`config.mk`:
```
export PLATFORM = sky130hd
export DESIGN_NAME = led_ring_comet_chase
export DESIGN_NICKNAME = d
export VERILOG_FILES = /design/src/cmc_pkg.sv /design/src/cmc_div.sv /design/src/cmc_ctrl.sv /design/src/led_ring_comet_chase.sv
export VERILOG_INCLUDE_DIRS = /design/src /design/src/src
export SDC_FILE = /design/constraint.sdc
export NUM_CORES = 1
export LEC_CHECK = 0
export ABC_AREA = 1
export ABC_CLOCK_PERIOD_IN_PS = 8360
export BUFFER_PORTS_ARGS = -buffer_cell sky130_fd_sc_hd__buf_2
export CORE_MARGIN = 10
export CORE_UTILIZATION = 45
export DETAILED_ROUTE_END_ITERATION = 6
export PLACE_DENSITY_LB_ADDON = 0.12
export RECOVER_POWER = 50
export SYNTH_ARGS = -nofsm -noshare
export SYNTH_HDL_FRONTEND = slang
export SYNTH_HIERARCHICAL = 1
export SYNTH_SLANG_ARGS = --single-unit
```
`constraint.sdc`:
```
create_clock -name clk -period 8.36 [get_ports clk]
set_clock_uncertainty 0.2 [all_clocks]
set_input_delay 1.672 -clock clk [delete_from_list [all_inputs] [get_ports clk]]
set_output_delay 1.672 -clock clk [all_outputs]
set_load 0.02 [all_outputs]
```
`src/assert_macros.svh`:
```
// ----------------------------------------------------------------------------
// Assertion macros
// Concurrent assertion helpers for the comet chase block. With SYNTHESIS
// defined they expand to nothing.
// ----------------------------------------------------------------------------
`ifndef ASSERT_MACROS_SVH
`define ASSERT_MACROS_SVH

`ifndef SYNTHESIS

// same-cycle implication
`define ASSERT_IMPLY(lbl, clk, rst, pre, post, msg) \
  lbl: assert property (@(posedge clk) disable iff (rst) (pre) |-> (post)) else $error(msg);

// next-cycle implication
`define ASSERT_NEXT(lbl, clk, rst, pre, post, msg) \
  lbl: assert property (@(posedge clk) disable iff (rst) (pre) |=> (post)) else $error(msg);

`else

`define ASSERT_IMPLY(lbl, clk, rst, pre, post, msg)
`define ASSERT_NEXT(lbl, clk, rst, pre, post, msg)

`endif

`endif

```
`src/cmc_pkg.sv`:
```
// ----------------------------------------------------------------------------
// Comet chase package
// Field widths, register codes, sequencer states and the structs shared by
// the divider, the sequencer and the top level.
// ----------------------------------------------------------------------------
package cmc_pkg;

  // field widths
  localparam int START_W    = 10;
  localparam int LEN_W      = 11;
  localparam int TRAIL_W    = 5;
  localparam int LEVEL_W    = 8;
  localparam int IDX_OUT_W  = 10;
  localparam int NUM_CH     = 4;
  localparam int COLOR_W    = NUM_CH * LEVEL_W;
  localparam int CFG_DATA_W = 11;
  localparam int CFG_IDX_W  = 3;

  // shared divider: dividend covers 255*d^2 (d < 32) and start + offset sums
  localparam int DIV_W     = 2 * TRAIL_W + LEVEL_W;
  localparam int DVS_W     = LEN_W;
  localparam int DIV_CNT_W = $clog2(DIV_W + 1);

  // parameter defaults
  localparam int DEF_MAX_PIXELS = 1024;
  localparam int DEF_MAX_TRAIL  = 16;

  localparam logic [LEVEL_W-1:0] FULL_FADE = 8'd255;

  // configuration register indexes
  typedef enum logic [CFG_IDX_W-1:0] {
    REG_RING_START   = 3'd0,
    REG_RING_LENGTH  = 3'd1,
    REG_STRIP_PIXELS = 3'd2,
    REG_TRAIL_LENGTH = 3'd3,
    REG_RED_LEVEL    = 3'd4,
    REG_GREEN_LEVEL  = 3'd5,
    REG_BLUE_LEVEL   = 3'd6,
    REG_WHITE_LEVEL  = 3'd7
  } cfg_reg_t;

  // channel slots in level[]: packed order matches the color word
  localparam int CH_BLUE  = 0;
  localparam int CH_GREEN = 1;
  localparam int CH_RED   = 2;
  localparam int CH_WHITE = 3;

  typedef struct packed {
    logic [START_W-1:0]               ring_start;
    logic [LEN_W-1:0]                 ring_length;
    logic [LEN_W-1:0]                 strip_pixels;
    logic [TRAIL_W-1:0]               trail_length;
    logic [NUM_CH-1:0][LEVEL_W-1:0]   level;
  } cfg_t;

  typedef struct packed {
    logic             start;
    logic [DIV_W-1:0] dividend;
    logic [DVS_W-1:0] divisor;
  } div_req_t;

  typedef struct packed {
    logic             done;
    logic [DIV_W-1:0] quotient;
    logic [DVS_W-1:0] remainder;
  } div_rsp_t;

  typedef enum logic [3:0] {
    S_IDLE,
    S_POS_WAIT,
    S_BASE_WAIT,
    S_WRAP_WAIT,
    S_HEAD_WAIT,
    S_WIPE,
    S_ADVANCE,
    S_FADE,
    S_FADE_WAIT,
    S_SCALE,
    S_EMIT
  } seq_state_t;

  // floor(x / 255), exact for x < 65280, which covers any product of two 8-bit values
  function automatic logic [LEVEL_W-1:0] div255(input logic [2*LEVEL_W-1:0] x);
    logic [2*LEVEL_W:0] s;
    s = {1'b0, x} + {{(LEVEL_W+1){1'b0}}, x[2*LEVEL_W-1:LEVEL_W]} + (2*LEVEL_W+1)'(1);
    return s[2*LEVEL_W-1:LEVEL_W];
  endfunction

endpackage

```
`src/cmc_div.sv`:
```
// ----------------------------------------------------------------------------
// Comet chase shared divider
// Restoring divider, one quotient bit per cycle. Serves every modulo and
// the fade division of the sequencer.
// ----------------------------------------------------------------------------
module cmc_div
  import cmc_pkg::*;
(
  input  logic     clk,
  input  logic     rst,
  input  div_req_t req,
  output div_rsp_t rsp
);

  logic                 busy;
  logic                 done;
  logic [DIV_CNT_W-1:0] steps;
  logic [DVS_W-1:0]     rem;
  logic [DVS_W-1:0]     dvs;
  logic [DIV_W-1:0]     quo;
  logic [DVS_W:0]       trial;
  logic                 fits;

  // shift one dividend bit into the partial remainder
  assign trial = {rem, quo[DIV_W-1]};
  assign fits  = trial >= {1'b0, dvs};

  always_ff @(posedge clk) begin
    if (rst) begin
      busy <= 1'b0;
      done <= 1'b0;
    end else begin
      done <= 1'b0;
      if (req.start && !busy) begin
        busy  <= 1'b1;
        steps <= DIV_CNT_W'(DIV_W);
        quo   <= req.dividend;
        rem   <= '0;
        dvs   <= req.divisor;
      end else if (busy) begin
        rem   <= fits ? DVS_W'(trial - {1'b0, dvs}) : DVS_W'(trial);
        quo   <= {quo[DIV_W-2:0], fits};
        steps <= steps - DIV_CNT_W'(1);
        if (steps == DIV_CNT_W'(1)) begin
          busy <= 1'b0;
          done <= 1'b1;
        end
      end
    end
  end

  assign rsp = '{done: done, quotient: quo, remainder: rem};

endmodule

```
`src/cmc_ctrl.sv`:
```
// ----------------------------------------------------------------------------
// Comet chase sequencer
// Runs one tick: head and index modulos on the shared divider, the wipe
// pass, the head advance and the fading draw pass, one beat per pixel.
// ----------------------------------------------------------------------------
module cmc_ctrl
  import cmc_pkg::*;
#(
  parameter int MAX_PIXELS = DEF_MAX_PIXELS,
  parameter int MAX_TRAIL  = DEF_MAX_TRAIL
)
(
  input  logic                 clk,
  input  logic                 rst,
  input  cfg_t                 cfg,
  input  logic                 tick_valid,
  output logic                 tick_stall,
  input  logic                 tick,
  output logic                 pixel_valid,
  input  logic                 pixel_stall,
  output logic [IDX_OUT_W-1:0] pixel_index,
  output logic [COLOR_W-1:0]   pixel_color,
  output logic                 last_write
);

  // clamp limits, bounded by what the register fields can hold
  localparam int LEN_CAP   = (MAX_PIXELS > 2**LEN_W - 1) ? 2**LEN_W - 1 : MAX_PIXELS;
  localparam int TRAIL_CAP = (MAX_TRAIL > 2**TRAIL_W - 1) ? 2**TRAIL_W - 1 : MAX_TRAIL;
  localparam int POS_W     = $clog2(LEN_CAP);
  localparam logic [LEN_W-1:0]   LEN_CAP_V   = LEN_W'(LEN_CAP);
  localparam logic [TRAIL_W-1:0] TRAIL_CAP_V = TRAIL_W'(TRAIL_CAP);

  seq_state_t state, state_next;
  div_req_t   div_req;
  div_rsp_t   div_rsp;

  logic [POS_W-1:0]     head_position;
  logic [POS_W-1:0]     pos;
  logic [POS_W-1:0]     off;
  logic [POS_W-1:0]     idx;
  logic [POS_W-1:0]     base_idx;
  logic [POS_W-1:0]     wrap_idx;
  logic [POS_W-1:0]     head_idx;
  logic [TRAIL_W-1:0]   cnt;
  logic [LEVEL_W-1:0]   fade;
  logic [2*TRAIL_W-1:0] trail_sq;
  logic [NUM_CH-1:0][2*LEVEL_W-1:0] prod;

  logic [IDX_OUT_W-1:0] out_index;
  logic [COLOR_W-1:0]   out_color;
  logic                 out_last;

  logic [LEN_W-1:0]     len_c;
  logic [LEN_W-1:0]     strip_c;
  logic [TRAIL_W-1:0]   trail_c;
  logic [TRAIL_W-1:0]   trail_m1;
  logic [TRAIL_W-1:0]   tail_d;
  logic [2*TRAIL_W-1:0] tail_d_sq;
  logic [DIV_W-1:0]     fade_num;
  logic [POS_W-1:0]     off_dec;
  logic [POS_W-1:0]     idx_dec;
  logic                 pos_wrap;
  logic                 head_wrap;
  logic                 slot_free;
  logic                 beat_load;
  logic                 pass_end;
  logic [NUM_CH-1:0][LEVEL_W-1:0] chan;

  // clamped configuration
  always_comb begin
    if (cfg.ring_length == '0)          len_c = LEN_W'(1);
    else if (cfg.ring_length > LEN_CAP_V) len_c = LEN_CAP_V;
    else                                len_c = cfg.ring_length;

    if (cfg.strip_pixels == '0)          strip_c = LEN_W'(1);
    else if (cfg.strip_pixels > LEN_CAP_V) strip_c = LEN_CAP_V;
    else                                 strip_c = cfg.strip_pixels;

    if (cfg.trail_length == '0)            trail_c = TRAIL_W'(1);
    else if (cfg.trail_length > TRAIL_CAP_V) trail_c = TRAIL_CAP_V;
    else                                   trail_c = cfg.trail_length;
  end

  assign trail_m1 = trail_c - TRAIL_W'(1);
  assign pass_end = (cnt == trail_m1);

  // fade numerator 255 * d^2
  assign tail_d    = trail_m1 - cnt;
  assign tail_d_sq = tail_d * tail_d;
  assign fade_num  = {tail_d_sq, {LEVEL_W{1'b0}}} - {{LEVEL_W{1'b0}}, tail_d_sq};

  // step one pixel backward around the ring
  assign off_dec = (off == '0) ? POS_W'(len_c - LEN_W'(1)) : off - POS_W'(1);
  assign idx_dec = (off == '0) ? wrap_idx :
                   (idx == '0) ? POS_W'(strip_c - LEN_W'(1)) : idx - POS_W'(1);

  // head advance wraps
  assign pos_wrap  = (LEN_W'(pos) + LEN_W'(1)) == len_c;
  assign head_wrap = (LEN_W'(head_idx) + LEN_W'(1)) == strip_c;

  assign slot_free = !pixel_valid || !pixel_stall;
  assign beat_load = slot_free && (state == S_WIPE || state == S_EMIT);

  always_comb begin
    for (int c = 0; c < NUM_CH; c++) begin
      chan[c] = div255(prod[c]);
    end
  end

  cmc_div u_div (
    .clk (clk),
    .rst (rst),
    .req (div_req),
    .rsp (div_rsp)
  );

  // state register
  always_ff @(posedge clk) begin
    if (rst) begin
      state <= S_IDLE;
    end else begin
      state <= state_next;
    end
  end

  // next state and divider requests
  always_comb begin
    state_next = state;
    div_req    = '0;
    tick_stall = (state != S_IDLE);
    unique case (state)
      S_IDLE: begin
        if (tick_valid && tick) begin
          div_req.start    = 1'b1;
          div_req.dividend = DIV_W'(head_position);
          div_req.divisor  = len_c;
          state_next       = S_POS_WAIT;
        end
      end
      S_POS_WAIT: begin
        if (div_rsp.done) begin
          div_req.start    = 1'b1;
          div_req.dividend = DIV_W'(cfg.ring_start);
          div_req.divisor  = strip_c;
          state_next       = S_BASE_WAIT;
        end
      end
      S_BASE_WAIT: begin
        if (div_rsp.done) begin
          div_req.start    = 1'b1;
          div_req.dividend = DIV_W'(cfg.ring_start) + DIV_W'(len_c) - DIV_W'(1);
          div_req.divisor  = strip_c;
          state_next       = S_WRAP_WAIT;
        end
      end
      S_WRAP_WAIT: begin
        if (div_rsp.done) begin
          div_req.start    = 1'b1;
          div_req.dividend = DIV_W'(cfg.ring_start) + DIV_W'(pos);
          div_req.divisor  = strip_c;
          state_next       = S_HEAD_WAIT;
        end
      end
      S_HEAD_WAIT: begin
        if (div_rsp.done) state_next = S_WIPE;
      end
      S_WIPE: begin
        if (slot_free && pass_end) state_next = S_ADVANCE;
      end
      S_ADVANCE: begin
        state_next = S_FADE;
      end
      S_FADE: begin
        if (trail_c == TRAIL_W'(1)) begin
          state_next = S_SCALE;
        end else begin
          div_req.start    = 1'b1;
          div_req.dividend = fade_num;
          div_req.divisor  = DVS_W'(trail_sq);
          state_next       = S_FADE_WAIT;
        end
      end
      S_FADE_WAIT: begin
        if (div_rsp.done) state_next = S_SCALE;
      end
      S_SCALE: begin
        state_next = S_EMIT;
      end
      S_EMIT: begin
        if (slot_free) state_next = pass_end ? S_IDLE : S_FADE;
      end
      default: state_next = S_IDLE;
    endcase
  end

  // datapath and output register
  always_ff @(posedge clk) begin
    if (rst) begin
      head_position <= '0;
      pixel_valid   <= 1'b0;
    end else begin
      if (beat_load) pixel_valid <= 1'b1;
      else if (pixel_valid && !pixel_stall) pixel_valid <= 1'b0;
      case (state)
        S_IDLE: begin
          trail_sq <= trail_m1 * trail_m1;
        end
        S_POS_WAIT: begin
          if (div_rsp.done) pos <= POS_W'(div_rsp.remainder);
        end
        S_BASE_WAIT: begin
          if (div_rsp.done) base_idx <= POS_W'(div_rsp.remainder);
        end
        S_WRAP_WAIT: begin
          if (div_rsp.done) wrap_idx <= POS_W'(div_rsp.remainder);
        end
        S_HEAD_WAIT: begin
          if (div_rsp.done) begin
            idx      <= POS_W'(div_rsp.remainder);
            head_idx <= POS_W'(div_rsp.remainder);
            off      <= pos;
            cnt      <= '0;
          end
        end
        S_WIPE: begin
          if (slot_free) begin
            out_index   <= IDX_OUT_W'(idx);
            out_color   <= '0;
            out_last    <= 1'b0;
            off         <= off_dec;
            idx         <= idx_dec;
            cnt         <= cnt + TRAIL_W'(1);
          end
        end
        S_ADVANCE: begin
          cnt <= '0;
          if (pos_wrap) begin
            pos           <= '0;
            off           <= '0;
            head_position <= '0;
            idx           <= base_idx;
          end else begin
            pos           <= pos + POS_W'(1);
            off           <= pos + POS_W'(1);
            head_position <= pos + POS_W'(1);
            idx           <= head_wrap ? '0 : head_idx + POS_W'(1);
          end
        end
        S_FADE: begin
          if (trail_c == TRAIL_W'(1)) fade <= FULL_FADE;
        end
        S_FADE_WAIT: begin
          if (div_rsp.done) fade <= div_rsp.quotient[LEVEL_W-1:0];
        end
        S_SCALE: begin
          for (int c = 0; c < NUM_CH; c++) begin
            prod[c] <= cfg.level[c] * fade;
          end
        end
        S_EMIT: begin
          if (slot_free) begin
            out_index   <= IDX_OUT_W'(idx);
            out_color   <= {chan[CH_WHITE], chan[CH_RED], chan[CH_GREEN], chan[CH_BLUE]};
            out_last    <= pass_end;
            off         <= off_dec;
            idx         <= idx_dec;
            cnt         <= cnt + TRAIL_W'(1);
          end
        end
        default: ;
      endcase
    end
  end

  assign pixel_index = out_index;
  assign pixel_color = out_color;
  assign last_write  = out_last;

endmodule

```
`src/led_ring_comet_chase.sv`:
```
// ----------------------------------------------------------------------------
// LED ring comet chase
// Each tick wipes the previous comet trail and draws it one pixel further
// around a ring segment of the strip, with a quadratic fade along the tail.
//
//   channel  direction  handshake              payload
//   tick     in         tick_valid/tick_stall  tick
//   pixel    out        pixel_valid/pixel_stall pixel_index, pixel_color,
//                                              last_write
//   config   in         cfg_write              cfg_index, cfg_data
//
// A tick of trail length L runs, in order: four modulo runs on the shared
// divider, L wipe beats, a head advance and, per drawn pixel, a fade divide,
// a scale step and an emit beat; with L of 1 the fade divide is skipped.
// Synchronous reset clears the head position and restores config defaults.
// A pixel stall holds the sequencer in its wipe and emit beats; no tick is
// taken until the final beat of a tick is registered.
// ----------------------------------------------------------------------------
`include "assert_macros.svh"

module led_ring_comet_chase
  import cmc_pkg::*;
#(
  parameter int MAX_PIXELS = DEF_MAX_PIXELS,
  parameter int MAX_TRAIL  = DEF_MAX_TRAIL
)
(
  input  logic                  clk,
  input  logic                  rst,
  input  logic                  tick_valid,
  output logic                  tick_stall,
  input  logic                  tick,
  output logic                  pixel_valid,
  input  logic                  pixel_stall,
  output logic [IDX_OUT_W-1:0]  pixel_index,
  output logic [COLOR_W-1:0]    pixel_color,
  output logic                  last_write,
  input  logic                  cfg_write,
  input  logic [CFG_IDX_W-1:0]  cfg_index,
  input  logic [CFG_DATA_W-1:0] cfg_data
);

  cfg_t cfg;

  // configuration registers
  always_ff @(posedge clk) begin
    if (rst) begin
      cfg.ring_start      <= '0;
      cfg.ring_length     <= LEN_W'(16);
      cfg.strip_pixels    <= LEN_W'(16);
      cfg.trail_length    <= TRAIL_W'(4);
      cfg.level[CH_RED]   <= FULL_FADE;
      cfg.level[CH_GREEN] <= '0;
      cfg.level[CH_BLUE]  <= '0;
      cfg.level[CH_WHITE] <= '0;
    end else if (cfg_write) begin
      unique case (cfg_reg_t'(cfg_index))
        REG_RING_START:   cfg.ring_start      <= cfg_data[START_W-1:0];
        REG_RING_LENGTH:  cfg.ring_length     <= cfg_data[LEN_W-1:0];
        REG_STRIP_PIXELS: cfg.strip_pixels    <= cfg_data[LEN_W-1:0];
        REG_TRAIL_LENGTH: cfg.trail_length    <= cfg_data[TRAIL_W-1:0];
        REG_RED_LEVEL:    cfg.level[CH_RED]   <= cfg_data[LEVEL_W-1:0];
        REG_GREEN_LEVEL:  cfg.level[CH_GREEN] <= cfg_data[LEVEL_W-1:0];
        REG_BLUE_LEVEL:   cfg.level[CH_BLUE]  <= cfg_data[LEVEL_W-1:0];
        REG_WHITE_LEVEL:  cfg.level[CH_WHITE] <= cfg_data[LEVEL_W-1:0];
        default: ;
      endcase
    end
  end

  cmc_ctrl #(
    .MAX_PIXELS (MAX_PIXELS),
    .MAX_TRAIL  (MAX_TRAIL)
  ) u_ctrl (
    .clk         (clk),
    .rst         (rst),
    .cfg         (cfg),
    .tick_valid  (tick_valid),
    .tick_stall  (tick_stall),
    .tick        (tick),
    .pixel_valid (pixel_valid),
    .pixel_stall (pixel_stall),
    .pixel_index (pixel_index),
    .pixel_color (pixel_color),
    .last_write  (last_write)
  );

  // a live tick keeps the block busy
  `ASSERT_NEXT(a_busy_after_tick, clk, rst, tick_valid && !tick_stall && tick, tick_stall, "tick taken but block not busy")
  // nothing follows the final beat of a tick
  `ASSERT_NEXT(a_quiet_after_last, clk, rst, pixel_valid && !pixel_stall && last_write, !pixel_valid, "beat after final write")
  // once idle, only the final beat may still be pending
  `ASSERT_IMPLY(a_idle_holds_last, clk, rst, pixel_valid && !tick_stall, last_write, "idle with a non-final beat pending")

endmodule
```
==> summary.txt <==
outcome = finished, violations left
failing checks = max-capacitance violations, max-slew violations
die width = 267 um
CTS buffer count = 41
CTS tree = yes
P_leak = 0.0153 uW
worst hold path depth = 0
Worst Hold Launch = u_ctrl/idx[9]
Seq/Total Area, Yosys = 32.0%
clock buffer depth = 3
Remaining DRCs = 0
Initial DRC Count = 1,627
slowest stage delay, CP = 510 ps
Setup crit end kind = register
Synth Flop Type = edfxtp_1
post-DP HPWL = 53.4 mm
Clock power frac = 29.9%
H-tree Lvls = 2
Slew HR = -156%
asr flop ratio synth = 0%
Pre-Repair DR Iteration Count = 6
post_cts resized = 0
IO Pins = 65
P_int = 3980 uW
Power Dens Cells = 213 mW/mm^2
worst-case reg-to-reg path depth = 39
placement-stage cell area = 0.0283 mm^2
fin cells = 4,372
gp weighted congestion = 0.916
CP top delay family = adder cells
largest net degree at the start of global routing = 70
top post-synthesis cells by area = edfxtp_1 26%, nand2_1 12%, ha_1 11%
synth-to-layout area growth = 8.56%
share of power burned in registers = 32.6%
Worst Setup Path Type = register to register
worst slack, placed = 1050 ps
endpoints failing hold = 0
final period utilization = 87.8%
setup_tns = 0 ps
setup repair bufs after CTS = 0
CP max FO = 8
reg2reg start = cfg[32]
CP Depth = 39
Placed Cells = 4,295
Buf/Inv on CP = 7
setup violators final = 0
max-cap check violation count = 5
Slew Limit Fails = 203
Core Area = 0.0602 mm^2
most frequent CP cell = nand2_1
Std-Cell Rows = 90
gr ovfl total = 0
Post-synth EDFFs = 234
P_sw = 2350 uW
RSZ-0062 raised after global routing = false
Critical Path AT = 7450 ps
layout cell share with drive strength beyond 1 = 4.85%
vias per cell = 5.11
cts hold-fix bufs = 0
yosys warns = 6
slowest CP cell = fa_1
full die area = 0.0711 mm^2
crit path time final = 7340 ps
GRT Util Overall = 19.9%
CTS sink cnt = 320
Critical Path Source = cfg[32]
first-pass GRT wire length = 114 mm
per-cell routed wire length = 16.2 um
vias after detailed routing = 22,352
clock input transition at the sequential cells of the worst setup and hold paths = 60 ps
die height = 267 um
share of the synthesized area in the top cell type = 25.7%
post-route cell area = 0.0297 mm^2
Synth Net Count = 3,960
Nets = 3,978
peak supply drop = 0.000171 V
filler instances = 5,996
CP Launch Type = register
Initial Utilization = 45.4%
switching share of power = 37.1%
antenna violations before repair = 1
combinational power share = 37.5%
Yosys reg bits = 320
cell area after synthesis = 0.0274 mm^2
final worst setup slack = 1020 ps
Yosys top cell by area = edfxtp_1
vias in the first global route = 21,227
final antenna-violating net count = 0
final wirelength = 70.8 mm
Worst Tran Pin Value = 3840 ps
Syn Inst Count = 3,538
root buffer cell = clkbuf_16
Hold Crit Class = register to register
Avg Synthesized Cell Area = 7.74 um^2
Worst Path Required = 8470 ps
port buffer count = 64
synth unique cells = 55
worst skew pair latency = 580 ps
Max Clk Rate = 136 MHz
## registers in the layout, indices dropped and copies added (netlist names), 4 cells and up
| register | cells |
|---|---|
| u_ctrl/u_div/steps | 5 |
| u_ctrl/idx | 10 |
| u_ctrl/fade | 8 |
| cfg | 69 |
| u_ctrl/off | 10 |
| u_ctrl/prod | 64 |
| u_ctrl/pixel_color | 32 |
| u_ctrl/state | 4 |
| u_ctrl/wrap_idx | 10 |
| u_ctrl/head_idx | 10 |
| u_ctrl/base_idx | 10 |
| u_ctrl/u_div/rem | 11 |
| u_ctrl/cnt | 5 |
| u_ctrl/trail_sq | 9 |
| u_ctrl/head_position | 10 |
| u_ctrl/pos | 10 |
| u_ctrl/pixel_index | 10 |
| u_ctrl/u_div/dvs | 11 |
| u_ctrl/u_div/quo | 18 |
## logic make-up after synthesis
family                   synth area share [%]
adder cells (fa/ha/maj)                  22.5
XOR/XNOR                                 2.46
AND/OR/NAND/NOR                          24.5
flip-flops                               32.0
AO/OA/AOI/OAI                            7.00
buffers and inverters                    11.5
## cell usage in the layout, fill, tap and decap left out, types with 86 or more instances in the layout
master / netlist / layout
fa_1: 152 / 152
nand3_1: 215 / 215
ha_1: 250 / 250
edfxtp_1: 234 / 234
o21ai_0: 91 / 91
nor2_1: 342 / 341
inv_1: 696 / 696
dfxtp_1: 86 / 86
a21oi_1: 144 / 143
nand2_1: 896 / 896
## synthesized netlist by cell type, types with 7 or more instances
cell type / number
nor2_1: 342
xnor2_1: 24
a22oi_1: 9
xor2_1: 53
inv_1: 696
fa_1: 152
o2111ai_1: 7
o221ai_1: 11
o211ai_1: 12
clkbuf_1: 58
nand2_1: 896
or2_2: 14
dfxtp_1: 86
nor3_1: 25
a21oi_1: 144
clkbuf_2: 23
nor2_2: 21
ha_1: 250
o21a_1: 7
edfxtp_1: 234
buf_2: 12
nand3_1: 215
o21ai_0: 91
a21o_1: 10
a31oi_1: 10
nand3_2: 10
nand3b_1: 8
nand4_1: 44
## worst register-to-register path: cells and delay by family, from the launching register on
family | cells | cell delay, ps
compound gates | 6 | 930
xor+xnor | 2 | 770
simple gates | 17 | 1690
fa+ha+maj | 7 | 2470
flops | 1 | 320
buf+inv | 7 | 720
## area by class of cell
cell class	instances	area [um^2]	share of cell area, %
antenna	2	5.00	0.0168
clock buffer	57	1210	4.07
clock inverter	18	231	0.779
inverter	703	2640	8.88
multi-input combinational	2407	15500	52.2
sequential	320	8750	29.4
tap	782	978	3.29
timing repair buffer	83	397	1.33
## power groups by stage
stage	registers [uW]	clock network (uW)	logic, uW
2_1_floorplan	2060	0	1850
3_3_place_gp	2090	0	2360
3_5_place_dp	2090	0	2370
4_1_cts	2060	1950	2390
5_1_grt	2080	2010	2740
6_report	2060	1900	2380
## metal layers
layer  part of all wire (%)  vias up  global-route usage (%)
met3                    5.3       91                    2.70
met4                    2.1        2                    4.94
li1                       -    11208                       -
met5                  0.013        -                       0
met2                     46      499                    32.8
met1                     46    10552                    27.3
## final timing paths
kind | slack [ps] | endpoint
setup / recovery | 1020 | u_ctrl/u_div/quo[16]
hold / removal | 240 | u_ctrl/pixel_index[9]
hold reg to reg | 240 | u_ctrl/pixel_index[9]
setup reg to reg | 1020 | u_ctrl/u_div/quo[16]
## metrics by stage
stage          total power (uW)  hold slack, ps  utilization, %
5_1_grt                    6820             263            49.3
3_5_place_dp               4460             238            47.1
3_3_place_gp               4450             237            47.1
6_report                   6330             243            49.3
2_1_floorplan              3910             226               -
4_1_cts                    6400             240            49.4
(Power assumes the default switching activity.)
